### config.mk
export PLATFORM = sky130hd
export DESIGN_NAME = prpg_phase
export DESIGN_NICKNAME = d
export VERILOG_FILES = /design/src/sv/plasma_ring_pixel_generator_assert.svh /design/src/sv/prpg_pkg.sv /design/src/sv/prpg_phase.sv
export SDC_FILE = /design/constraint.sdc
export NUM_CORES = 2
export LEC_CHECK = 0
export ABC_AREA = 1
export BUFFER_PORTS_ARGS = -buffer_cell sky130_fd_sc_hd__buf_2
export CAP_MARGIN = 20
export CORE_MARGIN = 3
export CORE_UTILIZATION = 55
export DETAILED_ROUTE_END_ITERATION = 7
export PLACE_DENSITY_LB_ADDON = 0.12
export SLEW_MARGIN = 10
export SYNTH_ARGS = -nofsm -noshare
export SYNTH_HDL_FRONTEND = slang
export SYNTH_SLANG_ARGS = --single-unit
### constraint.sdc
create_clock -name clock -period 8.7 [get_ports clock]
set_input_delay 0.435 -clock clock [delete_from_list [all_inputs] [get_ports clock]]
set_output_delay 0.435 -clock clock [all_outputs]
set_load 0.005 [all_outputs]
### src/sv/plasma_ring_pixel_generator_assert.svh
// Assertion macros shared by the texel generator.
`ifndef PLASMA_RING_PIXEL_GENERATOR_ASSERT_SVH
`define PLASMA_RING_PIXEL_GENERATOR_ASSERT_SVH
`ifndef NO_ASSERTIONS
`define PRPG_ASSERT_IMP(label, clk, rst, a, b) \
   label: assert property (@(posedge clk) disable iff (rst) (a) |-> (b)) \
      else $error("assertion failed");
`define PRPG_ASSERT_NXT(label, clk, rst, a, b) \
   label: assert property (@(posedge clk) disable iff (rst) (a) |=> (b)) \
      else $error("assertion failed");
`else
`define PRPG_ASSERT_IMP(label, clk, rst, a, b)
`define PRPG_ASSERT_NXT(label, clk, rst, a, b)
`endif
`endif

### src/sv/prpg_pkg.sv
package prpg_pkg;

   localparam int MAX_DIM    = 4096;
   localparam int DIM_W      = $clog2(MAX_DIM) + 1;
   localparam int PIX_W      = 12;
   localparam int TEXEL_W    = 8;
   localparam int CSR_IDX_W  = 3;
   localparam int CSR_DATA_W = 16;

   typedef enum logic [2:0] {
      MODE_SMOOTH = 3'd0,
      MODE_SHARP  = 3'd1,
      MODE_HORZ   = 3'd2,
      MODE_VERT   = 3'd3,
      MODE_DIAG   = 3'd4
   } mode_type;

   localparam logic [CSR_IDX_W-1:0] CSR_MODE      = 3'd0;
   localparam logic [CSR_IDX_W-1:0] CSR_WIDTH     = 3'd1;
   localparam logic [CSR_IDX_W-1:0] CSR_HEIGHT    = 3'd2;
   localparam logic [CSR_IDX_W-1:0] CSR_START     = 3'd3;
   localparam logic [CSR_IDX_W-1:0] CSR_GAIN      = 3'd4;
   localparam logic [CSR_IDX_W-1:0] CSR_AMPLITUDE = 3'd5;
   localparam logic [CSR_IDX_W-1:0] CSR_DIVISOR   = 3'd6;

   localparam logic [DIM_W-1:0] RST_WIDTH     = 13'd256;
   localparam logic [DIM_W-1:0] RST_HEIGHT    = 13'd256;
   localparam logic [15:0]      RST_START     = 16'd16;
   localparam logic [15:0]      RST_GAIN      = 16'd4915;
   localparam logic [15:0]      RST_AMPLITUDE = 16'd23040;
   localparam logic [15:0]      RST_DIVISOR   = 16'd4096;

   // 2^32 / (2 pi), phase in units of 2^-32 turn
   localparam logic [29:0] PHASE_GAIN = 30'd683565276;
   localparam logic [16:0] HORNER_SEED = 17'd11;
   localparam logic [16:0] HORNER_COEF [0:3] = '{17'd307, 17'd5223, 17'd42334, 17'd102944};

   localparam int SQ_STAGES  = 11;
   localparam int DIV_STAGES = 26;
   localparam int GD_STAGES  = 4;

   localparam int RAD_LAT   = SQ_STAGES + 2;
   localparam int PH_LAT    = DIV_STAGES + 3;
   localparam int SIN_LAT   = 8;
   localparam int SHARP_LAT = 2;
   localparam int GRAD_LAT  = GD_STAGES + 2;
   localparam int PIPE_LAT  = RAD_LAT + PH_LAT + SIN_LAT;

   typedef struct packed {
      logic [42:0] rem;
      logic [21:0] root;
   } sq_type;

   typedef struct packed {
      logic [51:0] num;
      logic [15:0] rem;
      logic [31:0] q;
      logic        neg;
   } dv_type;

   typedef struct packed {
      logic [16:0] z;
      logic [16:0] z2;
      logic [16:0] t;
      logic        sgn;
   } hn_type;

   typedef struct packed {
      logic [32:0] rem;
      logic [24:0] den;
      logic [7:0]  q;
      logic        sat;
   } gd_type;

   function automatic logic [DIM_W-1:0] clamp_dim(input logic [DIM_W-1:0] v);
      logic [DIM_W-1:0] o;
      o = v;
      if (v == '0) o = 13'd1;
      else if (v > DIM_W'(MAX_DIM)) o = DIM_W'(MAX_DIM);
      return o;
   endfunction

   // one root bit of the restoring square root
   function automatic sq_type sqrt_step(input sq_type a, input int k);
      sq_type      o;
      logic [44:0] trial;
      o = a;
      trial = ({23'd0, a.root} << (k + 1)) | (45'd1 << (2 * k));
      if ({2'b00, a.rem} >= trial) begin
         o.rem  = a.rem - trial[42:0];
         o.root = a.root | (22'd1 << k);
      end
      return o;
   endfunction

   // one quotient bit of the long division by the wave divisor
   function automatic dv_type div_step(input dv_type a, input logic [15:0] dvs);
      dv_type      o;
      logic [16:0] r1;
      r1 = {a.rem, a.num[51]};
      o = a;
      o.num = {a.num[50:0], 1'b0};
      if (r1 >= {1'b0, dvs}) begin
         o.rem = 16'(r1 - {1'b0, dvs});
         o.q   = {a.q[30:0], 1'b1};
      end else begin
         o.rem = r1[15:0];
         o.q   = {a.q[30:0], 1'b0};
      end
      return o;
   endfunction

   function automatic hn_type horner_step(input hn_type a, input logic [16:0] coef);
      hn_type      o;
      logic [33:0] prod;
      prod = 34'(a.z2) * 34'(a.t);
      o = a;
      o.t = 17'(18'(coef) - prod[33:16]);
      return o;
   endfunction

   function automatic gd_type grad_step(input gd_type a, input int k);
      gd_type      o;
      logic [32:0] trial;
      o = a;
      trial = {8'd0, a.den} << k;
      if (a.rem >= trial) begin
         o.rem = a.rem - trial;
         o.q   = a.q | (8'd1 << k);
      end
      return o;
   endfunction

endpackage

### src/sv/prpg_phase.sv
module prpg_phase (
   input  logic        clock,
   input  logic        en,
   input  logic [21:0] radius,
   input  logic [15:0] divisor,
   output logic [31:0] phase
);

   logic             neg_ff;
   logic [20:0]      mag_ff;
   logic             neg_in;
   logic [20:0]      mag_in;
   logic [51:0]      prod;
   prpg_pkg::dv_type dv_ff [0:prpg_pkg::DIV_STAGES];
   logic [31:0]      qc;
   logic [31:0]      phase_ff;

   assign neg_in = radius < 22'd1024;
   assign mag_in = neg_in ? 21'(22'd1024 - radius) : 21'(radius - 22'd1024);
   assign prod   = 52'(mag_ff) * 52'(prpg_pkg::PHASE_GAIN);

   always_ff @(posedge clock) begin
      if (en) begin
         neg_ff   <= neg_in;
         mag_ff   <= mag_in;
         dv_ff[0] <= '{num: prod, rem: '0, q: '0, neg: neg_ff};
      end
   end

   for (genvar j = 1; j <= prpg_pkg::DIV_STAGES; j++) begin : g_div
      always_ff @(posedge clock) begin
         if (en) begin
            dv_ff[j] <= prpg_pkg::div_step(prpg_pkg::div_step(dv_ff[j-1], divisor), divisor);
         end
      end
   end

   // round toward minus infinity for negative distances, then wrap the turn
   assign qc = dv_ff[prpg_pkg::DIV_STAGES].q
             + {31'd0, dv_ff[prpg_pkg::DIV_STAGES].neg
                       && (dv_ff[prpg_pkg::DIV_STAGES].rem != '0)};

   always_ff @(posedge clock) begin
      if (en) begin
         phase_ff <= dv_ff[prpg_pkg::DIV_STAGES].neg ? (32'd0 - qc) : qc;
      end
   end

   assign phase = phase_ff;

endmodule

; ---- After elaboration in Yosys (flattened, before gate mapping)
; Memories as Yosys holds them, arrays and structs flattened.
; Index checks and enable logic that the tools add are counted.
[word_totals]
regBits = 54
ramBits = 2673
wordCells = 224
memories = 1
[op_classes]
n_addsub = 56
n_mul = 1
magnitude_cmp = 53
muxes = 108
n_reduce_logical = 2
[mem_list]
columns = memory, depth, width, read_ports, rd_clocked_by_memory_dff, write_ports, line
row1 = dv_ff, 27, 99, 27, 0, 27, prpg_phase.sv:14  ; prpg_pkg::dv_type dv_ff [0:prpg_pkg::DIV_STAGES];
[ops]
columns = cell, count
row1 = two-way mux 48 bit, 104
row2 = greater-or-equal comparator 17 x 16 -> 1 bit, 52
row3 = subtractor 16 bit, 52
row4 = multiplier 21 x 28 -> 49 bit (second input constant), 1
row5 = adder 32 x 1 -> 32 bit, 1
row6 = two-way mux 32 bit, 1
row7 = subtractor 1 x 32 -> 32 bit (first input constant), 1
row8 = < comparator 22 x 11 -> 1 bit (second input constant), 1
row9 = two-way mux 21 bit, 1
row10 = subtractor 11 x 21 -> 21 bit (first input constant), 1
row11 = subtractor 21 x 11 -> 21 bit (second input constant), 1
row12 = nonzero test 16 bit, 1
row13 = two-way mux 1 bit, 2
row14 = logical AND 1 bit, 1

; ---- Logic depth before layout (Yosys ltp)
; An unclocked memory read counts as a cell.
[depth]
depth_word = 7
mapped_depth = 29

; ---- Worst setup path before layout
; Ideal clock, no wire load.
[synth_path]
path_kind = input port to flip-flop
start = input port divisor[1]
end = memory dv_ff[1][1031] in the netlist's numbering (data pin)
arrival_ps = 5691
path_slack_ps = 2756
stages = 25
path_buffers = 2
cell_sequence = inv_1 > ha_1 > ha_1 > nand2_1 > nor2_1 > nand3_1 > nor2_1 > nor4_1 > nand2_2 > inv_2 > buf_4 > nand2_1 > o21ai_0 > ha_1 > a21oi_1 > o21ai_0 > a21oi_1 > o21ai_1 > nand3_1 > nand2_1 > nand2_2 > nand4_2 > buf_2 > nand2_1 > nand2_1
[synth_rtl]
columns = item, line
row1 = start: declaration, prpg_phase.sv:5  ; input logic [15:0] divisor,
row2 = end: declaration, prpg_phase.sv:14

==> impl_metrics.toml <==
[run_status]
status = "completed"

[cells_and_area]
area_delta_synth_final_pct = 8.58
drive_gt1_share_pct = 5.58
n_fill_cell = 16500
fin_nets = 13500

[detailed_routing]
vias = 84600
first_pass_iters = 8
remaining_drc_errors = 0
drtIter0Drc = 6538
viasPerCell = 5.73
routedWlPerCell_um = 20.3
wirelength_mm = 300
ant_nets = 0

[floorplanning]
die-width_um = 444
core_um2 = 190000
die_h_um = 444
fp-row-count = 160
floorplan.die_area_um2 = 197000
floorplan.initialDensity_pct = 55.3
num_io_pins = 72

[worst_setup_path]
cp-end-kind = "flip-flop"
rr_endpoint = "dv_ff[0][92]$_DFFE_PP_"
r2r_cells = 21
cp_max_fo = 8
r2r_slack_ns = 1.81
required_ns = 9.36
setup.worst_path.class = "flip-flop to flip-flop"
start_kind = "flip-flop"
r2r-start = "mag_ff[4]$_DFFE_PP_"
arrival_ns = 7.55

[cts]
cts_num_sinks = 1418
clkSlewWorstSetupHoldPaths_ns = 0.07
cts_buffer_depth = 3
cts-root-buf = "clkbuf_16"
post_cts_resized = 0
cts_tree = "yes"
cts-buffers-inserted = 156
clk_latency_ns = 0.83
htreeDepth = 4
hold_buffers = 12
postCtsSetupRepairBufs = 0

[placement]
port_buffers = 71
gp_congestion = 0.985
dp_hpwl_mm = 226

[global_routing]
overflow = 0
grt_use_total_pct = 30.0
grt_start_max_net_pins = 166
grt_pass1_vias = 82400
antenna_found_initial = 3
grt_pass1_wl_mm = 462

[min_path]
worstHoldPathType = "primary input to flip-flop"
min_path_cells = 3
holdPathEnd = "mag_ff[1]$_DFFE_PP_"
min_from = "radius[1]"

[sta]
fin_setup_tns_ns = 0
clock_skew_ns = 0.0583
setup_viol = 0
finalHoldViolCount = 0
fin_crit_sh_pct = 79.2
hold_ws_ns = 0.0585
relSlewSlack_pct = 30.1
period_minus_slack_ns = 6.89
drv_slew = 0
worst_pin_slew_ns = 1.05
fmax_ghz = 0.145
rsz0062_at_grt = "no"

[yosys]
yosys_most_used_dff = "edfxtp_1"
synth_top_family_by_area = "simple AND/OR/NAND/NOR gates"
yosys.area_share.simple_pct = 22.2
avgSynthCellArea_um2 = 8.82
ys_types = 63
ys_warn_count = 0
synth_seq_cells = 1418
synth-edff-count = 1418
yosys-top-cells-area = "edfxtp_1, ha_1, nand2_1"
synth_compound_area_share_pct = 9.39
synth_nets = 13300
synth_cells = 11900
netlist_area_um2 = 105000
yosys.area.top_type = "edfxtp_1"
ys_seq_area_share_pct = 40.4
yosys.area_share.adder_pct = 17.4
async_flop_share_pct = 0
synthXorXnorAreaFrac_pct = 5.44
netlist.area_leader.share_pct = 40.4
synth_mux_area_share_pct = 0

[run]
max-cap-violations = 0
## per-layer routing
layer / up-vias / routed length (µm) / global-route usage (%)
li1: 41300 / - / -
met1: 39900 / 127000 / 39.2
met2: 2728 / 141000 / 50.3
met3: 653 / 16800 / 3.53
met4: 0 / 15100 / 13.2
met5: - / 0 / 0
## cells by family (layout without fill, tap and decap cells)
kind of cell / count (synthesis) / in the layout
simple gates: 5466 / 5466
compound gates: 1735 / 1735
flops: 1418 / 1418
buf+inv: 1353 / 1658
fa+ha+maj: 1319 / 1319
xor+xnor: 654 / 654
other cells: 0 / 2
## worst max-delay path, stage by stage, from the launching register on
cell	delay [ns]
edfxtp_1	0.58
fa_1	0.66
inv_1	0.10
fa_1	0.49
fa_1	0.56
fa_1	0.54
inv_1	0.07
fa_1	0.48
fa_1	0.54
inv_1	0.05
fa_1	0.54
inv_1	0.04
ha_1	0.36
nand2_1	0.12
nor2_1	0.23
inv_1	0.09
nor2_1	0.09
inv_1	0.08
nor4_1	0.46
nand3_1	0.24
nand3_1	0.18
xor2_1	0.20
## through the flow
stage | utilization (%) | std cells | instance area [µm²] | setup WS [ns]
2_1_floorplan | - | 11900 | 105000 | 2.76
3_3_place_gp | 57.1 | 14500 | 109000 | 2.02
3_5_place_dp | 57.1 | 14500 | 109000 | 1.96
4_1_cts | 60.1 | 14800 | 114000 | 1.93
5_1_grt | 60.1 | 14800 | 114000 | 1.58
6_report | 60.1 | 14800 | 114000 | 1.81
## area by class of cell
class	instances	area, µm²	area share, %
Clock buffer	175	3980	3.47
Inverter	1207	4550	3.98
Multi-Input combinational cell	9174	57400	50.2
Clock inverter	113	1550	1.36
Tap cell	2511	3140	2.75
Antenna cell	2	5.00	0.00437
Timing Repair Buffer	163	1220	1.07
Sequential cell	1418	42600	37.2
## synthesized netlist by cell type (62+ instances only)
library cell	count
a21boi_0	62
a21o_1	126
a21oi_1	667
buf_2	78
edfxtp_1	1418
fa_1	244
ha_1	1075
inv_1	1183
nand2_1	3242
nand3_1	943
nand4_1	136
nor2_1	739
nor3_1	87
o21ai_0	542
o21ai_1	68
o21bai_1	94
or2_2	90
xnor2_1	283
xor2_1	370
## registers in the layout, indices dropped and copies added (netlist names)
name / flops
phase: 32
neg_ff: 1
mag_ff: 21
dv_ff: 1364
## layout by cell type, fill, tap and decap left out, types with 244 or more instances in the layout
cell,Yosys,routed
nand2_1,3242,3242
edfxtp_1,1418,1418
inv_1,1183,1168
ha_1,1075,1075
nand3_1,943,943
nor2_1,739,739
a21oi_1,667,667
o21ai_0,542,542
xor2_1,370,370
xnor2_1,283,283
fa_1,244,244
## worst max path at each step
stage | from | end | slack (ns) | cells after the start
6_report | mag_ff[4]$_DFFE_PP_ | dv_ff[0][92]$_DFFE_PP_ | 1.81 | 21
2_1_floorplan | divisor[1] | dv_ff[1][1031]$_DFFE_PP_ | 2.76 | 25
5_1_grt | mag_ff[4]$_DFFE_PP_ | dv_ff[0][84]$_DFFE_PP_ | 1.58 | 21
4_1_cts | mag_ff[4]$_DFFE_PP_ | dv_ff[0][84]$_DFFE_PP_ | 1.93 | 21
3_3_place_gp | mag_ff[18]$_DFFE_PP_ | dv_ff[0][85]$_DFFE_PP_ | 2.02 | 22
3_5_place_dp | mag_ff[4]$_DFFE_PP_ | dv_ff[0][84]$_DFFE_PP_ | 1.96 | 21
Power is not shown: default switching activity piles up to over one toggle a cycle in this logic, so the estimate is an artifact.
