**src/sv/plasma_ring_pixel_generator_assert.svh**
```systemverilog
// Assertion macros shared by the texel generator.
`ifndef PLASMA_RING_PIXEL_GENERATOR_ASSERT_SVH
`define PLASMA_RING_PIXEL_GENERATOR_ASSERT_SVH
`ifndef NO_ASSERTIONS
`define PRPG_ASSERT_IMP(label, clk, rst, a, b) \
   label: assert property (@(posedge clk) disable iff (rst) (a) |-> (b)) \
      else $error("assertion failed");
`define PRPG_ASSERT_NXT(label, clk, rst, a, b) \
   label: assert property (@(posedge clk) disable iff (rst) (a) |=> (b)) \
      else $error("assertion failed");
`else
`define PRPG_ASSERT_IMP(label, clk, rst, a, b)
`define PRPG_ASSERT_NXT(label, clk, rst, a, b)
`endif
`endif

```
**src/sv/prpg_pkg.sv**
```systemverilog
package prpg_pkg;

   localparam int MAX_DIM    = 4096;
   localparam int DIM_W      = $clog2(MAX_DIM) + 1;
   localparam int PIX_W      = 12;
   localparam int TEXEL_W    = 8;
   localparam int CSR_IDX_W  = 3;
   localparam int CSR_DATA_W = 16;

   typedef enum logic [2:0] {
      MODE_SMOOTH = 3'd0,
      MODE_SHARP  = 3'd1,
      MODE_HORZ   = 3'd2,
      MODE_VERT   = 3'd3,
      MODE_DIAG   = 3'd4
   } mode_type;

   localparam logic [CSR_IDX_W-1:0] CSR_MODE      = 3'd0;
   localparam logic [CSR_IDX_W-1:0] CSR_WIDTH     = 3'd1;
   localparam logic [CSR_IDX_W-1:0] CSR_HEIGHT    = 3'd2;
   localparam logic [CSR_IDX_W-1:0] CSR_START     = 3'd3;
   localparam logic [CSR_IDX_W-1:0] CSR_GAIN      = 3'd4;
   localparam logic [CSR_IDX_W-1:0] CSR_AMPLITUDE = 3'd5;
   localparam logic [CSR_IDX_W-1:0] CSR_DIVISOR   = 3'd6;

   localparam logic [DIM_W-1:0] RST_WIDTH     = 13'd256;
   localparam logic [DIM_W-1:0] RST_HEIGHT    = 13'd256;
   localparam logic [15:0]      RST_START     = 16'd16;
   localparam logic [15:0]      RST_GAIN      = 16'd4915;
   localparam logic [15:0]      RST_AMPLITUDE = 16'd23040;
   localparam logic [15:0]      RST_DIVISOR   = 16'd4096;

   // 2^32 / (2 pi), phase in units of 2^-32 turn
   localparam logic [29:0] PHASE_GAIN = 30'd683565276;
   localparam logic [16:0] HORNER_SEED = 17'd11;
   localparam logic [16:0] HORNER_COEF [0:3] = '{17'd307, 17'd5223, 17'd42334, 17'd102944};

   localparam int SQ_STAGES  = 11;
   localparam int DIV_STAGES = 26;
   localparam int GD_STAGES  = 4;

   localparam int RAD_LAT   = SQ_STAGES + 2;
   localparam int PH_LAT    = DIV_STAGES + 3;
   localparam int SIN_LAT   = 8;
   localparam int SHARP_LAT = 2;
   localparam int GRAD_LAT  = GD_STAGES + 2;
   localparam int PIPE_LAT  = RAD_LAT + PH_LAT + SIN_LAT;

   typedef struct packed {
      logic [42:0] rem;
      logic [21:0] root;
   } sq_type;

   typedef struct packed {
      logic [51:0] num;
      logic [15:0] rem;
      logic [31:0] q;
      logic        neg;
   } dv_type;

   typedef struct packed {
      logic [16:0] z;
      logic [16:0] z2;
      logic [16:0] t;
      logic        sgn;
   } hn_type;

   typedef struct packed {
      logic [32:0] rem;
      logic [24:0] den;
      logic [7:0]  q;
      logic        sat;
   } gd_type;

   function automatic logic [DIM_W-1:0] clamp_dim(input logic [DIM_W-1:0] v);
      logic [DIM_W-1:0] o;
      o = v;
      if (v == '0) o = 13'd1;
      else if (v > DIM_W'(MAX_DIM)) o = DIM_W'(MAX_DIM);
      return o;
   endfunction

   // one root bit of the restoring square root
   function automatic sq_type sqrt_step(input sq_type a, input int k);
      sq_type      o;
      logic [44:0] trial;
      o = a;
      trial = ({23'd0, a.root} << (k + 1)) | (45'd1 << (2 * k));
      if ({2'b00, a.rem} >= trial) begin
         o.rem  = a.rem - trial[42:0];
         o.root = a.root | (22'd1 << k);
      end
      return o;
   endfunction

   // one quotient bit of the long division by the wave divisor
   function automatic dv_type div_step(input dv_type a, input logic [15:0] dvs);
      dv_type      o;
      logic [16:0] r1;
      r1 = {a.rem, a.num[51]};
      o = a;
      o.num = {a.num[50:0], 1'b0};
      if (r1 >= {1'b0, dvs}) begin
         o.rem = 16'(r1 - {1'b0, dvs});
         o.q   = {a.q[30:0], 1'b1};
      end else begin
         o.rem = r1[15:0];
         o.q   = {a.q[30:0], 1'b0};
      end
      return o;
   endfunction

   function automatic hn_type horner_step(input hn_type a, input logic [16:0] coef);
      hn_type      o;
      logic [33:0] prod;
      prod = 34'(a.z2) * 34'(a.t);
      o = a;
      o.t = 17'(18'(coef) - prod[33:16]);
      return o;
   endfunction

   function automatic gd_type grad_step(input gd_type a, input int k);
      gd_type      o;
      logic [32:0] trial;
      o = a;
      trial = {8'd0, a.den} << k;
      if (a.rem >= trial) begin
         o.rem = a.rem - trial;
         o.q   = a.q | (8'd1 << k);
      end
      return o;
   endfunction

endpackage

```
**src/sv/prpg_sine.sv**
```systemverilog
module prpg_sine (
   input  logic        clock,
   input  logic        en,
   input  logic [31:0] phase,
   input  logic [15:0] amplitude,
   output logic [7:0]  texel
);

   logic [15:0]      f;
   logic [16:0]      z_in;
   logic [16:0]      z_ff;
   logic             sgn_ff;
   logic [33:0]      zz;
   prpg_pkg::hn_type hn_ff [0:4];
   logic [33:0]      zt;
   logic [17:0]      v;
   logic [15:0]      s;
   logic [15:0]      u_ff;
   logic [31:0]      pr;
   logic [7:0]       texel_ff;

   assign f    = phase[29:14];
   // mirror inside odd quadrants
   assign z_in = phase[30] ? 17'(17'h10000 - {1'b0, f}) : {1'b0, f};
   assign zz   = 34'(z_ff) * 34'(z_ff);

   always_ff @(posedge clock) begin
      if (en) begin
         z_ff     <= z_in;
         sgn_ff   <= phase[31];
         hn_ff[0] <= '{z: z_ff, z2: zz[32:16], t: prpg_pkg::HORNER_SEED, sgn: sgn_ff};
      end
   end

   for (genvar j = 1; j <= 4; j++) begin : g_horner
      always_ff @(posedge clock) begin
         if (en) begin
            hn_ff[j] <= prpg_pkg::horner_step(hn_ff[j-1], prpg_pkg::HORNER_COEF[j-1]);
         end
      end
   end

   assign zt = 34'(hn_ff[4].z) * 34'(hn_ff[4].t);
   assign v  = zt[33:16] + 18'd2;
   assign s  = (v[17:2] > 16'd16384) ? 16'd16384 : v[17:2];
   assign pr = 32'(u_ff) * 32'(amplitude);

   always_ff @(posedge clock) begin
      if (en) begin
         u_ff     <= hn_ff[4].sgn ? (16'd16384 - s) : (16'd16384 + s);
         texel_ff <= (pr[31:22] > 10'd255) ? 8'd255 : pr[29:22];
      end
   end

   assign texel = texel_ff;

endmodule

```
**config.mk**
```make
export PLATFORM = sky130hd
export DESIGN_NAME = prpg_sine
export DESIGN_NICKNAME = d
export VERILOG_FILES = /design/src/sv/plasma_ring_pixel_generator_assert.svh /design/src/sv/prpg_pkg.sv /design/src/sv/prpg_sine.sv
export SDC_FILE = /design/constraint.sdc
export NUM_CORES = 2
export LEC_CHECK = 0
export BUFFER_PORTS_ARGS = -buffer_cell sky130_fd_sc_hd__buf_2
export CORE_MARGIN = 2
export CORE_UTILIZATION = 45
export DETAILED_ROUTE_END_ITERATION = 7
export PLACE_DENSITY = 0.59
export SYNTH_ARGS = -nofsm -noshare
export SYNTH_HDL_FRONTEND = slang
export SYNTH_SLANG_ARGS = --single-unit
```
**constraint.sdc**
```tcl
create_clock -name clock -period 18.1 [get_ports clock]
set_input_delay 5.43 -clock clock [delete_from_list [all_inputs] [get_ports clock]]
set_output_delay 5.43 -clock clock [all_outputs]
set_load 0.1 [all_outputs]
```
Word level (Yosys, flattened, before mapping)
Memories as Yosys holds them, arrays and structs flattened. Cells that the tools add are included.

Add/sub/neg operators: 8. $mul: 7. Order comparisons: 2. Mux-type cells: 5.

Operator list (number): multiplier 17 x 17 -> 33 bit (5); two-way mux 16 bit (3); multiplier 17 x 17 -> 34 bit (1); multiplier 16 x 16 -> 32 bit (1); adder 18 x 2 -> 18 bit, second input constant (1); subtractor 13 x 17 -> 17 bit, first input constant (1); subtractor 16 x 17 -> 17 bit, first input constant (1); subtractor 17 x 16 -> 17 bit, first input constant (1); subtractor 17 bit, first input constant (1); subtractor 9 x 17 -> 17 bit, first input constant (1); adder 15 x 16 -> 16 bit, first input constant (1); > comparator 16 x 15 -> 1 bit, second input constant (1); subtractor 15 x 16 -> 16 bit, first input constant (1); > comparator 10 x 8 -> 1 bit, second input constant (1); two-way mux 1 bit (2).

Register bits: 42. Bits in writable memories: 260. Input bits: 50. Output and inout bits: 8. Logic and storage cells: 28. Memories: 1.

Memories: hn_ff (words 5, width 52, read ports 5, clocked after memory_dff 0, wr ports 5, line prpg_sine.sv:14) `prpg_pkg::hn_type hn_ff [0:4];`.

Logic depth before layout (Yosys ltp)
An unclocked memory read counts as a cell.

Depth in word-level cells: 7. Mapped depth: 39. Gate-level depth less buffers: 37.

Least setup slack after synthesis
No wires, ideal clock.

Path kind: input port to flip-flop. Start point: input amplitude[1]. End point: register texel_ff[0] (netlist: texel[0]) (data pin). Library setup time: 0.262 ns. Arrival: 11.498 ns. Required time: 17.838 ns. Path slack: 6.340 ns. Cell stages on the path: 25. Path buffers: 1. Cells stage by stage: clkbuf_1 > nand2_1 > fa_1 > inv_1 > fa_1 > inv_1 > fa_1 > fa_1 > inv_1 > fa_1 > inv_1 > fa_1 > inv_1 > ha_1 > a21o_1 > a21o_1 > a21oi_1 > inv_1 > a2111oi_0 > a21o_1 > a21oi_1 > or3_1 > o31a_1 > mux2i_1 > or2_2.

Word-level cells in the longest chain between the ends: 2.

RTL lines: from (decl) (line prpg_sine.sv:5) `input logic [15:0] amplitude,`; multiplier 16 x 16 -> 32 bit * (line prpg_sine.sv:46) `assign pr = 32'(u_ff) * 32'(amplitude);`; > comparator 10 x 8 -> 1 bit (line prpg_sine.sv:51) `texel_ff <= (pr[31:22] > 10'd255) ? 8'd255 : pr[29:22];`; to (signal assigned) (line prpg_sine.sv:51); to (decl) (line prpg_sine.sv:20) `logic [7:0] texel_ff;`.

Mark *: on every way between the ends. The rest lies on a longest branch, timed or not. A chain may end at the register's enable or synchronous reset.

Final worst setup path
Start point: input amplitude[2]. End point: register texel_ff[6] (netlist: texel[6]) (data pin).

The elaborated chain is that of the path after synthesis.

==> results.sh <==
export IMPL_ys_seq_area_frac=0.1362
export IMPL_synth_edf_count=250
export IMPL_cp_max_fo=16
export IMPL_cts_root_buf="clkbuf_16"
export IMPL_mostFrequentLayoutCells="inv_1 (1,408), fa_1 (1,046), nand2_1 (814)"
export IMPL_cp_start_kind="input pin"
export IMPL_setup_violations=0
export IMPL_drtPass1Iterations=5
export IMPL_hp_class="reg -> reg"
export IMPL_relSlewSlack=0.2831
export IMPL_synth_avg_cell_area_um2=9.547
export IMPL_max_stage_delay_ns=0.56
export IMPL_vias_per_cell=5.059
export IMPL_start_util=0.4529
export IMPL_period_share=0.6418
export IMPL_finalCriticalPeriod_ns=11.62
export IMPL_instances_no_fill=7327
export IMPL_grt_pass1_vias=40610
export IMPL_nFillCells=11730
export IMPL_busiest_layer="met2"
export IMPL_critical_path_required_ns=18.43
export IMPL_port_buffers=43
export IMPL_die_width_um=354.0
export IMPL_antenna_found_initial=1
export IMPL_grt_usage=0.2004
export IMPL_grt_overflow_total=0
export IMPL_finalHoldViolCount=0
export IMPL_maxCapViolations=0
export IMPL_yosys_warnings=0
export IMPL_drt_total_wl_um=118700
export IMPL_die_h_um=354.0
export IMPL_fmax_mhz=86.09
export IMPL_path_class="in -> reg"
export IMPL_cts_tree="built"
export IMPL_postRouteAntennaNets=0
export IMPL_status="completed"
export IMPL_gp_congestion=0.8400
export IMPL_yosys_register_bits=250
export IMPL_synth_cell_types=87
export IMPL_wl_per_cell_um=16.20
export IMPL_fin_setup_tns_ns=0
export IMPL_synthCells=5774
export IMPL_fin_skew_ns=0.01973
export IMPL_dieArea_mm2=0.1253
export IMPL_grt_start_max_net_pins=181
export IMPL_clk_latency_ns=0.59
export IMPL_synthArstFlopShare=0
export IMPL_syn_num_nets=7555
export IMPL_grt_use_met2=0.3501
export IMPL_io_pins=58
export IMPL_arrival_ns=11.95
export IMPL_fin_nets=7461
export IMPL_num_vias=37070
export IMPL_drc=0
export IMPL_drive_gt1_frac=0.02578
export IMPL_clock_sinks=250
export IMPL_std_cell_rows=128
export IMPL_cts_clk_slew_worst_paths_ns=0.06
export IMPL_cts_setup_buffers=0
export IMPL_ys_flop_type="edfxtp_1"
export IMPL_antenna_cells=0
export IMPL_final_core_util=0.4759
export IMPL_grt_setup_unrepaired="false"
export IMPL_cts_resized_gates=0
export IMPL_cts_hold_buf=0
export IMPL_placedCellCount=7269
export IMPL_crit_path_end_kind="flip-flop"
export IMPL_grtUsageMet3=0.02464
export IMPL_dp_hpwl_um=91960
export IMPL_drv_slew=0
export IMPL_htreeDepth=2
export IMPL_tightest_slew_ns=1.075
export IMPL_area_growth_pct=5.066
export IMPL_syn_area_mm2=0.05513
export IMPL_slowest_stage="fa_1"
export IMPL_numCtsBuffers=34
export IMPL_clock_path_buffers=3
export IMPL_layout_commonest_cell="inv_1"
export IMPL_coreArea_mm2=0.1217
export IMPL_drtIter0Drc=1672
export IMPL_grt_pass1_wl_um=204200
export IMPL_grt_met1_usage=0.2657
[cell families after synthesis]
kind of cell,after synthesis,synth area share
buffers and inverters,1598,0.1089
xor gates and xnor gates,162,0.02574
AOI/OAI and AO/OA,376,0.04635
DFF,250,0.1362
muxes,12,0.002292
and+or+nand+nor,1644,0.1451
adders and majority gates,1732,0.5355
[path summary, 6_finish.rpt]
check	start	endpoint	slack, ns	depth (start not counted)
worst max register to register	hn_ff[0][212]$_DFFE_PP_	u_ff[14]$_DFFE_PP_	7.60	30
worst min-delay path	hn_ff[0][148]$_DFFE_PP_	hn_ff[0][200]$_DFFE_PP_	0.41	0
worst max-delay path	amplitude[2]	texel[6]$_SDFFCE_PN1P_	6.48	26
worst min register to register	hn_ff[0][148]$_DFFE_PP_	hn_ff[0][200]$_DFFE_PP_	0.41	0
[layout make-up]
class / instances / area [µm²] / area share
clock buffers: 39 / 869.6 / 0.01501
well taps: 1625 / 2033 / 0.03510
flip-flops and latches: 250 / 7507 / 0.1296
multi-input cells: 3926 / 41620 / 0.7185
clock inverters: 19 / 241.5 / 0.004169
inverters: 1408 / 5285 / 0.09125
repair buffers: 60 / 365.4 / 0.006308
[cell usage after synthesis, drive strengths merged (15+ instances only)]
library cell	count	area share
a21oi	86	0.0079
nor2	104	0.0071
o21ai	75	0.0069
nor2b	15	0.0017
nand2	814	0.055
a21o	46	0.0063
o21a	23	0.0031
edfxtp	250	0.14
nor3	36	0.0033
xnor2	107	0.017
and2	508	0.058
xor2	55	0.0087
clkbuf	186	0.013
inv	1408	0.096
nand3	30	0.0027
nand4	20	0.0023
ha	685	0.16
and3	20	0.0023
or2	20	0.0023
nand2b	16	0.0018
or3	24	0.0027
fa	1046	0.38
[state kept, by name (all words and copies together), names as in the netlist]
| register | flops |
|---|---|
| z_ff | 17 |
| u_ff | 16 |
| sgn_ff | 1 |
| texel | 8 |
| hn_ff | 208 |
[worst max-delay path: cells and delay by family]
family | cells | cell delay (ns)
adders and majority gates | 7 | 3.23
AOI/OAI and AO/OA | 7 | 1.37
and+or+nand+nor | 3 | 0.87
buffers and inverters | 8 | 0.85
muxes | 1 | 0.20
[routing by layer]
layer | wire length, µm | vias to the layer above
met4 | 2677 | 2
met3 | 5391 | 178
met1 | 52170 | 18880
met5 | 13 | -
met2 | 58440 | 662
li1 | - | 17340
[through the flow]
stage / area [µm²] / worst slack [ns] / hold WS [ns]
3_5_place_dp: 56810 / 5.910 / 0.4045
5_1_grt: 57920 / 6.200 / 0.4218
4_1_cts: 57920 / 6.507 / 0.4159
2_1_floorplan: 55130 / 6.340 / 0.4003
6_report: 57920 / 6.484 / 0.4136
3_3_place_gp: 56810 / 5.899 / 0.4003
Power is not shown: default switching activity piles up to over one toggle a cycle in this logic, so the estimate is an artifact.
