### config.mk
export PLATFORM = sky130hd
export DESIGN_NAME = prpg_radius
export DESIGN_NICKNAME = d
export VERILOG_FILES = /design/src/sv/plasma_ring_pixel_generator_assert.svh /design/src/sv/prpg_pkg.sv /design/src/sv/prpg_radius.sv
export SDC_FILE = /design/constraint.sdc
export NUM_CORES = 2
export LEC_CHECK = 0
export ABC_AREA = 0
export BUFFER_PORTS_ARGS = -buffer_cell sky130_fd_sc_hd__clkbuf_2
export CAP_MARGIN = 25
export CORE_UTILIZATION = 40
export DETAILED_ROUTE_END_ITERATION = 8
export GPL_TIMING_DRIVEN = 1
export PLACE_DENSITY = 0.56
export SLEW_MARGIN = 40
export SYNTH_ARGS = -nofsm -noshare
export SYNTH_HDL_FRONTEND = slang
export SYNTH_SLANG_ARGS = --single-unit
export TNS_END_PERCENT = 50
### constraint.sdc
create_clock -name clock -period 14.6 [get_ports clock]
set_input_delay 0.73 -clock clock [delete_from_list [all_inputs] [get_ports clock]]
set_output_delay 0.73 -clock clock [all_outputs]
set_load 0.005 [all_outputs]
### src/sv/plasma_ring_pixel_generator_assert.svh
// Assertion macros shared by the texel generator.
`ifndef PLASMA_RING_PIXEL_GENERATOR_ASSERT_SVH
`define PLASMA_RING_PIXEL_GENERATOR_ASSERT_SVH
`ifndef NO_ASSERTIONS
`define PRPG_ASSERT_IMP(label, clk, rst, a, b) \
   label: assert property (@(posedge clk) disable iff (rst) (a) |-> (b)) \
      else $error("assertion failed");
`define PRPG_ASSERT_NXT(label, clk, rst, a, b) \
   label: assert property (@(posedge clk) disable iff (rst) (a) |=> (b)) \
      else $error("assertion failed");
`else
`define PRPG_ASSERT_IMP(label, clk, rst, a, b)
`define PRPG_ASSERT_NXT(label, clk, rst, a, b)
`endif
`endif

### src/sv/prpg_pkg.sv
package prpg_pkg;

   localparam int MAX_DIM    = 4096;
   localparam int DIM_W      = $clog2(MAX_DIM) + 1;
   localparam int PIX_W      = 12;
   localparam int TEXEL_W    = 8;
   localparam int CSR_IDX_W  = 3;
   localparam int CSR_DATA_W = 16;

   typedef enum logic [2:0] {
      MODE_SMOOTH = 3'd0,
      MODE_SHARP  = 3'd1,
      MODE_HORZ   = 3'd2,
      MODE_VERT   = 3'd3,
      MODE_DIAG   = 3'd4
   } mode_type;

   localparam logic [CSR_IDX_W-1:0] CSR_MODE      = 3'd0;
   localparam logic [CSR_IDX_W-1:0] CSR_WIDTH     = 3'd1;
   localparam logic [CSR_IDX_W-1:0] CSR_HEIGHT    = 3'd2;
   localparam logic [CSR_IDX_W-1:0] CSR_START     = 3'd3;
   localparam logic [CSR_IDX_W-1:0] CSR_GAIN      = 3'd4;
   localparam logic [CSR_IDX_W-1:0] CSR_AMPLITUDE = 3'd5;
   localparam logic [CSR_IDX_W-1:0] CSR_DIVISOR   = 3'd6;

   localparam logic [DIM_W-1:0] RST_WIDTH     = 13'd256;
   localparam logic [DIM_W-1:0] RST_HEIGHT    = 13'd256;
   localparam logic [15:0]      RST_START     = 16'd16;
   localparam logic [15:0]      RST_GAIN      = 16'd4915;
   localparam logic [15:0]      RST_AMPLITUDE = 16'd23040;
   localparam logic [15:0]      RST_DIVISOR   = 16'd4096;

   // 2^32 / (2 pi), phase in units of 2^-32 turn
   localparam logic [29:0] PHASE_GAIN = 30'd683565276;
   localparam logic [16:0] HORNER_SEED = 17'd11;
   localparam logic [16:0] HORNER_COEF [0:3] = '{17'd307, 17'd5223, 17'd42334, 17'd102944};

   localparam int SQ_STAGES  = 11;
   localparam int DIV_STAGES = 26;
   localparam int GD_STAGES  = 4;

   localparam int RAD_LAT   = SQ_STAGES + 2;
   localparam int PH_LAT    = DIV_STAGES + 3;
   localparam int SIN_LAT   = 8;
   localparam int SHARP_LAT = 2;
   localparam int GRAD_LAT  = GD_STAGES + 2;
   localparam int PIPE_LAT  = RAD_LAT + PH_LAT + SIN_LAT;

   typedef struct packed {
      logic [42:0] rem;
      logic [21:0] root;
   } sq_type;

   typedef struct packed {
      logic [51:0] num;
      logic [15:0] rem;
      logic [31:0] q;
      logic        neg;
   } dv_type;

   typedef struct packed {
      logic [16:0] z;
      logic [16:0] z2;
      logic [16:0] t;
      logic        sgn;
   } hn_type;

   typedef struct packed {
      logic [32:0] rem;
      logic [24:0] den;
      logic [7:0]  q;
      logic        sat;
   } gd_type;

   function automatic logic [DIM_W-1:0] clamp_dim(input logic [DIM_W-1:0] v);
      logic [DIM_W-1:0] o;
      o = v;
      if (v == '0) o = 13'd1;
      else if (v > DIM_W'(MAX_DIM)) o = DIM_W'(MAX_DIM);
      return o;
   endfunction

   // one root bit of the restoring square root
   function automatic sq_type sqrt_step(input sq_type a, input int k);
      sq_type      o;
      logic [44:0] trial;
      o = a;
      trial = ({23'd0, a.root} << (k + 1)) | (45'd1 << (2 * k));
      if ({2'b00, a.rem} >= trial) begin
         o.rem  = a.rem - trial[42:0];
         o.root = a.root | (22'd1 << k);
      end
      return o;
   endfunction

   // one quotient bit of the long division by the wave divisor
   function automatic dv_type div_step(input dv_type a, input logic [15:0] dvs);
      dv_type      o;
      logic [16:0] r1;
      r1 = {a.rem, a.num[51]};
      o = a;
      o.num = {a.num[50:0], 1'b0};
      if (r1 >= {1'b0, dvs}) begin
         o.rem = 16'(r1 - {1'b0, dvs});
         o.q   = {a.q[30:0], 1'b1};
      end else begin
         o.rem = r1[15:0];
         o.q   = {a.q[30:0], 1'b0};
      end
      return o;
   endfunction

   function automatic hn_type horner_step(input hn_type a, input logic [16:0] coef);
      hn_type      o;
      logic [33:0] prod;
      prod = 34'(a.z2) * 34'(a.t);
      o = a;
      o.t = 17'(18'(coef) - prod[33:16]);
      return o;
   endfunction

   function automatic gd_type grad_step(input gd_type a, input int k);
      gd_type      o;
      logic [32:0] trial;
      o = a;
      trial = {8'd0, a.den} << k;
      if (a.rem >= trial) begin
         o.rem = a.rem - trial;
         o.q   = a.q | (8'd1 << k);
      end
      return o;
   endfunction

endpackage

### src/sv/prpg_radius.sv
module prpg_radius (
   input  logic                            clock,
   input  logic                            en,
   input  logic [prpg_pkg::PIX_W-1:0]      pix_x,
   input  logic [prpg_pkg::PIX_W-1:0]      pix_y,
   input  logic [prpg_pkg::DIM_W-1:0]      width,
   input  logic [prpg_pkg::DIM_W-1:0]      height,
   input  logic [15:0]                     start,
   output logic [21:0]                     radius
);

   logic signed [14:0] dx, dy;
   logic signed [29:0] dx_sq, dy_sq;
   logic [25:0]        dx2_ff, dy2_ff;
   logic [27:0]        sum_in;
   prpg_pkg::sq_type   sq_ff [0:prpg_pkg::SQ_STAGES];

   // doubled offsets from the center, so half-pixel centers stay exact
   assign dx    = $signed({2'b00, pix_x, 1'b0}) - $signed({2'b00, width});
   assign dy    = $signed({2'b00, pix_y, 1'b0}) - $signed({2'b00, height});
   assign dx_sq = dx * dx;
   assign dy_sq = dy * dy;
   assign sum_in = 28'({start, 2'b00}) + 28'(dx2_ff) + 28'(dy2_ff);

   always_ff @(posedge clock) begin
      if (en) begin
         dx2_ff   <= dx_sq[25:0];
         dy2_ff   <= dy_sq[25:0];
         sq_ff[0] <= '{rem: {1'b0, sum_in, 14'd0}, root: '0};
      end
   end

   for (genvar j = 1; j <= prpg_pkg::SQ_STAGES; j++) begin : g_sqrt
      always_ff @(posedge clock) begin
         if (en) begin
            sq_ff[j] <= prpg_pkg::sqrt_step(prpg_pkg::sqrt_step(sq_ff[j-1], 23 - 2 * j),
                                            22 - 2 * j);
         end
      end
   end

   assign radius = sq_ff[prpg_pkg::SQ_STAGES].root;

endmodule

==> Yosys cells after proc, flatten, opt, wreduce, memory -nomap -nowiden <==
Memory sizes are Yosys's and may differ from the RTL's.
Cells that the tools add are included.
{ "word_totals": {"reg_bits": 52, "ramBits": 780, "in_bits": 68, "output_inout_bits": 22, "elab_cells": 99, "n_memories": 1} }
{ "op_classes": {"n_addsub": 26, "multipliers": 2, "n_lt_le_gt_ge": 22, "mux": 46} }
{ "mem_list": {"columns": ["memory", "words", "word_bits", "rd", "rd_clocked_by_memory_dff", "write_ports", "line_no", "source"], "rows": [
  ["sq_ff", 12, 65, 12, 0, 12, "prpg_radius.sv:16", "prpg_pkg::sq_type sq_ff [0:prpg_pkg::SQ_STAGES];"]
]} }
{ "op_table": {"columns": ["cell", "count"], "rows": [
  ["$mux W65", 44],
  ["$sub A43 B43 Y43", 2],
  ["$mul A14 B14 Y26", 2],
  ["$ge A43 B44 Y1", 1],
  ["$ge A43 B23 Y1", 1],
  ["$ge A43 B24 Y1", 1],
  ["$ge A43 B25 Y1", 1],
  ["$ge A43 B26 Y1", 1],
  ["$ge A43 B27 Y1", 1],
  ["$ge A43 B28 Y1", 1],
  ["$ge A43 B29 Y1", 1],
  ["$ge A43 B30 Y1", 1],
  ["$ge A43 B31 Y1", 1],
  ["$ge A43 B32 Y1", 1],
  ["$ge A43 B33 Y1", 1],
  ["$ge A43 B34 Y1", 1],
  ["$ge A43 B35 Y1", 1],
  ["$ge A43 B36 Y1", 1],
  ["$ge A43 B37 Y1", 1],
  ["$ge A43 B38 Y1", 1],
  ["$ge A43 B39 Y1", 1],
  ["$ge A43 B40 Y1", 1],
  ["$ge A43 B41 Y1", 1],
  ["$ge A43 B42 Y1", 1],
  ["other kinds (25)", 27]
]} }

==> Depth between registers and ports, before layout <==
{ "logic_depth": {"depth_word": 6, "depth_mapped": 36, "mapped_depth_nobuf": 36} }

==> Worst setup path before layout <==
No wires, ideal clock.
{ "synth_path": {"path_type": "in2reg", "start": "in height[1] (netlist bit)", "end": "reg dy2_ff[25] (data pin)", "t_arrival_ns": 8.286, "t_required_ns": 14.340, "path_slack_ns": 6.054, "stages": 33, "n_path_buf": 1, "cell_sequence": "inv_1 ha_1 a21o_1 a21o_1 a21o_1 a21o_1 a21o_1 a211oi_1 nor3_1 a21o_1 a21o_1 inv_1 clkbuf_1 nand2_1 fa_1 inv_1 fa_1 inv_1 fa_1 inv_1 fa_1 fa_1 inv_1 fa_1 inv_1 ha_1 nand3_1 nand2_1 a41o_1 o41a_1 a21o_1 a21oi_1 xnor2_1"} }
{ "synth_between": {"elab_chain_len": 2} }
{ "synth_rtl": {"columns": ["element", "line_no", "source"], "rows": [
  ["start: declaration", "prpg_radius.sv:7", "input logic [prpg_pkg::DIM_W-1:0] height,"],
  ["$sub A13 B13 Y14", "prpg_radius.sv:20", "assign dy = $signed({2'b00, pix_y, 1'b0}) - $signed({2'b00, height});"],
  ["$mul A14 B14 Y26", "prpg_radius.sv:22", "assign dy_sq = dy * dy;"],
  ["named net dy_sq[25]", "prpg_radius.sv:13", "logic signed [29:0] dx_sq, dy_sq;"],
  ["end signal: assignment", "prpg_radius.sv:28", "dy2_ff <= dy_sq[25:0];"],
  ["end: declaration", "prpg_radius.sv:14", "logic [25:0] dx2_ff, dy2_ff;"]
]} }
The timed path passes the listed nets, and every way through them passes these cells.
A chain may end at the register's enable or synchronous reset.

==> Worst setup path after layout <==
{ "layout_path": {"start": "in width[2] (netlist bit)", "end": "reg dx2_ff[25] (data pin)"} }
{ "layout_between": {"elab_chain_len": 2} }
{ "layout_rtl": {"columns": ["element", "line_no", "source"], "rows": [
  ["start: declaration", "prpg_radius.sv:6", "input logic [prpg_pkg::DIM_W-1:0] width,"],
  ["$sub A13 B13 Y14", "prpg_radius.sv:19", "assign dx = $signed({2'b00, pix_x, 1'b0}) - $signed({2'b00, width});"],
  ["$mul A14 B14 Y26", "prpg_radius.sv:21", "assign dx_sq = dx * dx;"],
  ["named net dx_sq[25]", "prpg_radius.sv:13", null],
  ["end signal: assignment", "prpg_radius.sv:27", "dx2_ff <= dx_sq[25:0];"],
  ["end: declaration", "prpg_radius.sv:14", null]
]} }
The timed path passes the listed nets, and every way through them passes these cells.

==> impl_metrics.env <==
export IMPL_status="finished, final reports clean"
export IMPL_rsz0062_at_grt="no"
export IMPL_synth_edf_count=507
export IMPL_die_area_sq_um=119700
export IMPL_dr_wl_met3_mm=4.396
export IMPL_overflow=0
export IMPL_finalSetupTns_ps=0
export IMPL_ys_ff_latch=507
export IMPL_clock_path_buffers=3
export IMPL_globalplace_congestion=0.8971
export IMPL_drt_iter0_markers=2084
export IMPL_grt_pass1_wl_mm=176.1
export IMPL_drv_cap=0
export IMPL_synth_cell_type_count=101
export IMPL_layout_commonest_cell="inv_1"
export IMPL_post_route_drc_count=0
export IMPL_clk_pin_slew_ps=60
export IMPL_die_w_um=346.0
export IMPL_grt_pass1_vias=33790
export IMPL_wl_per_cell_um=16.50
export IMPL_worstSetupPathType="in -> reg"
export IMPL_relSlewSlack=0.4364
export IMPL_worst_skew_pair_late_latency_ps=670
export IMPL_grt_max_degree=147
export IMPL_fin_crit_ps=8948
export IMPL_yosysWarnings=0
export IMPL_hpwlAfterDp_mm=87.28
export IMPL_drive_above_1_share=0.05835
export IMPL_num_io_pins=90
export IMPL_drtPass1Iterations=5
export IMPL_cts_setup_buffers=0
export IMPL_slew_violations=0
export IMPL_fin_crit_sh=0.6129
export IMPL_ys_flop_type="edfxtp_1"
export IMPL_ys_seq_area_frac=0.3217
export IMPL_required_ps=14980
export IMPL_wl_met1_mm=48.75
export IMPL_cp_arrival_ps=9330
export IMPL_async_flop_share=0
export IMPL_num_vias=33930
export IMPL_worstSetupEndpointType="register"
export IMPL_cts_resized=0
export IMPL_cts_sinks=507
export IMPL_totalWireLength_mm=107.5
export IMPL_h_tree_depth=2
export IMPL_final_cell_mix="718 x inv_1, 507 x edfxtp_1, 431 x nor2_1"
export IMPL_crit_path_frequent_cell="fa_1"
export IMPL_fill_cells=11260
export IMPL_diodes=0
export IMPL_hold_viol=0
export IMPL_antenna_found_initial=2
export IMPL_crit_fanout=10
export IMPL_antenna_left=0
export IMPL_syn_inst=4873
export IMPL_drt_vias_per_instance=5.211
export IMPL_fmaxAchievable_mhz=111.8
export IMPL_core_area_sq_um=116700
export IMPL_syn_avg_cell_area_sq_um=9.712
export IMPL_port_buffers=88
export IMPL_setup_viol=0
export IMPL_cts_root_buffer="clkbuf_16"
export IMPL_start_kind="input pin"
export IMPL_start_util=0.4056
export IMPL_area_growth_pct=8.547
export IMPL_grtUsageTotal=0.1803
export IMPL_seq_area_sq_um=15220
export IMPL_num_rows=125
export IMPL_hp_class="reg -> reg"
export IMPL_max_stage_delay_ps=560
export IMPL_syn_cell_area_sq_um=47330
export IMPL_cts_buffers=60
export IMPL_top_layer="met5"
export IMPL_dieHeight_um=346.0
export IMPL_cts_tree="done"
export IMPL_cts_hold_buf=0
export IMPL_final_net_count=5768
export IMPL_multiInputGateArea_sq_um=28900
export IMPL_crit_slowest_cell="fa_1"
export IMPL_worst_pin_slew_ps=845.4
export IMPL_skew_ps=43.44
export IMPL_wl_met2_mm=51.14
[metrics by stage]
stage / cells / hold slack, ps / instance area [sq um] / utilization / setup WS (ps)
2_1_floorplan: 4877 / 416.9 / 47340 / - / 6054
3_3_place_gp: 6398 / 424.3 / 49330 / 0.4228 / 5333
3_5_place_dp: 6401 / 430.4 / 49410 / 0.4235 / 5079
4_1_cts: 6511 / 381.9 / 51340 / 0.4400 / 5755
5_1_grt: 6511 / 416.5 / 51370 / 0.4403 / 5059
6_report: 6511 / 416.3 / 51370 / 0.4403 / 5652
[logic make-up after synthesis]
group | count (synthesis) | share of synthesized area
compound gates | 890 | 0.1216
xor+xnor | 410 | 0.07587
fa+ha+maj | 761 | 0.2565
buf+inv | 843 | 0.06955
flops | 507 | 0.3217
mux | 43 | 0.009834
other cells | 1 | 0.00007923
simple gates | 1418 | 0.1448
[cell type report]
type                       count  area share
multi-input combinational   3527      0.5625
tap                         1524     0.03712
clock buffer                  73     0.03018
inverter                     731     0.05341
clock inverter                37    0.007331
sequential                   507      0.2964
timing repair buffer         112     0.01313
[path summary, 6_finish.rpt]
path,startpoint,to,slack [ps],depth (start not counted)
setup / recovery,width[2],dx2_ff[25]$_DFFE_PP_,5650,35
hold / removal,sq_ff[2][137]$_DFFE_PP_,sq_ff[2][202]$_DFFE_PP_,420,0
setup reg to reg,sq_ff[2][120]$_DFFE_PP_,sq_ff[2][175]$_DFFE_PP_,7410,21
hold reg to reg,sq_ff[2][137]$_DFFE_PP_,sq_ff[2][202]$_DFFE_PP_,420,0
[worst max-delay path, delay by kind of cell]
family	cells	cell delay (ps)
buffers and inverters	6	770
XOR/XNOR	2	570
adder cells (fa/ha/maj)	8	3760
AO/OA/AOI/OAI	13	2750
AND/OR/NAND/NOR	6	760
[state kept, by name, indices dropped and copies added (netlist names)]
register and cells:
sq_ff 457, dx2_ff 25, dy2_ff 25
[synth_stat cells (65+ instances only)]
cell type | count | share of area
a21o_1 | 92 | 0.015
a21oi_1 | 249 | 0.026
clkbuf_1 | 67 | 0.0053
edfxtp_1 | 507 | 0.32
fa_1 | 349 | 0.15
ha_1 | 412 | 0.11
inv_1 | 718 | 0.057
nand2_1 | 390 | 0.031
nand3_1 | 65 | 0.0069
nor2_1 | 433 | 0.034
nor3_1 | 124 | 0.013
o21a_1 | 66 | 0.010
o21ai_0 | 200 | 0.021
xnor2_1 | 259 | 0.048
xor2_1 | 151 | 0.028
[per-layer routing]
metal  vias to the layer above  global-route usage
met2                       585              0.3030
li1                      16880                   -
met3                       144             0.02288
met1                     16320              0.2413
met4                         2             0.05587
met5                         -                   0
Power is left out: the tool's default activity adds up to more than one toggle a clock period on the data nets, which glitch-free logic cannot reach.
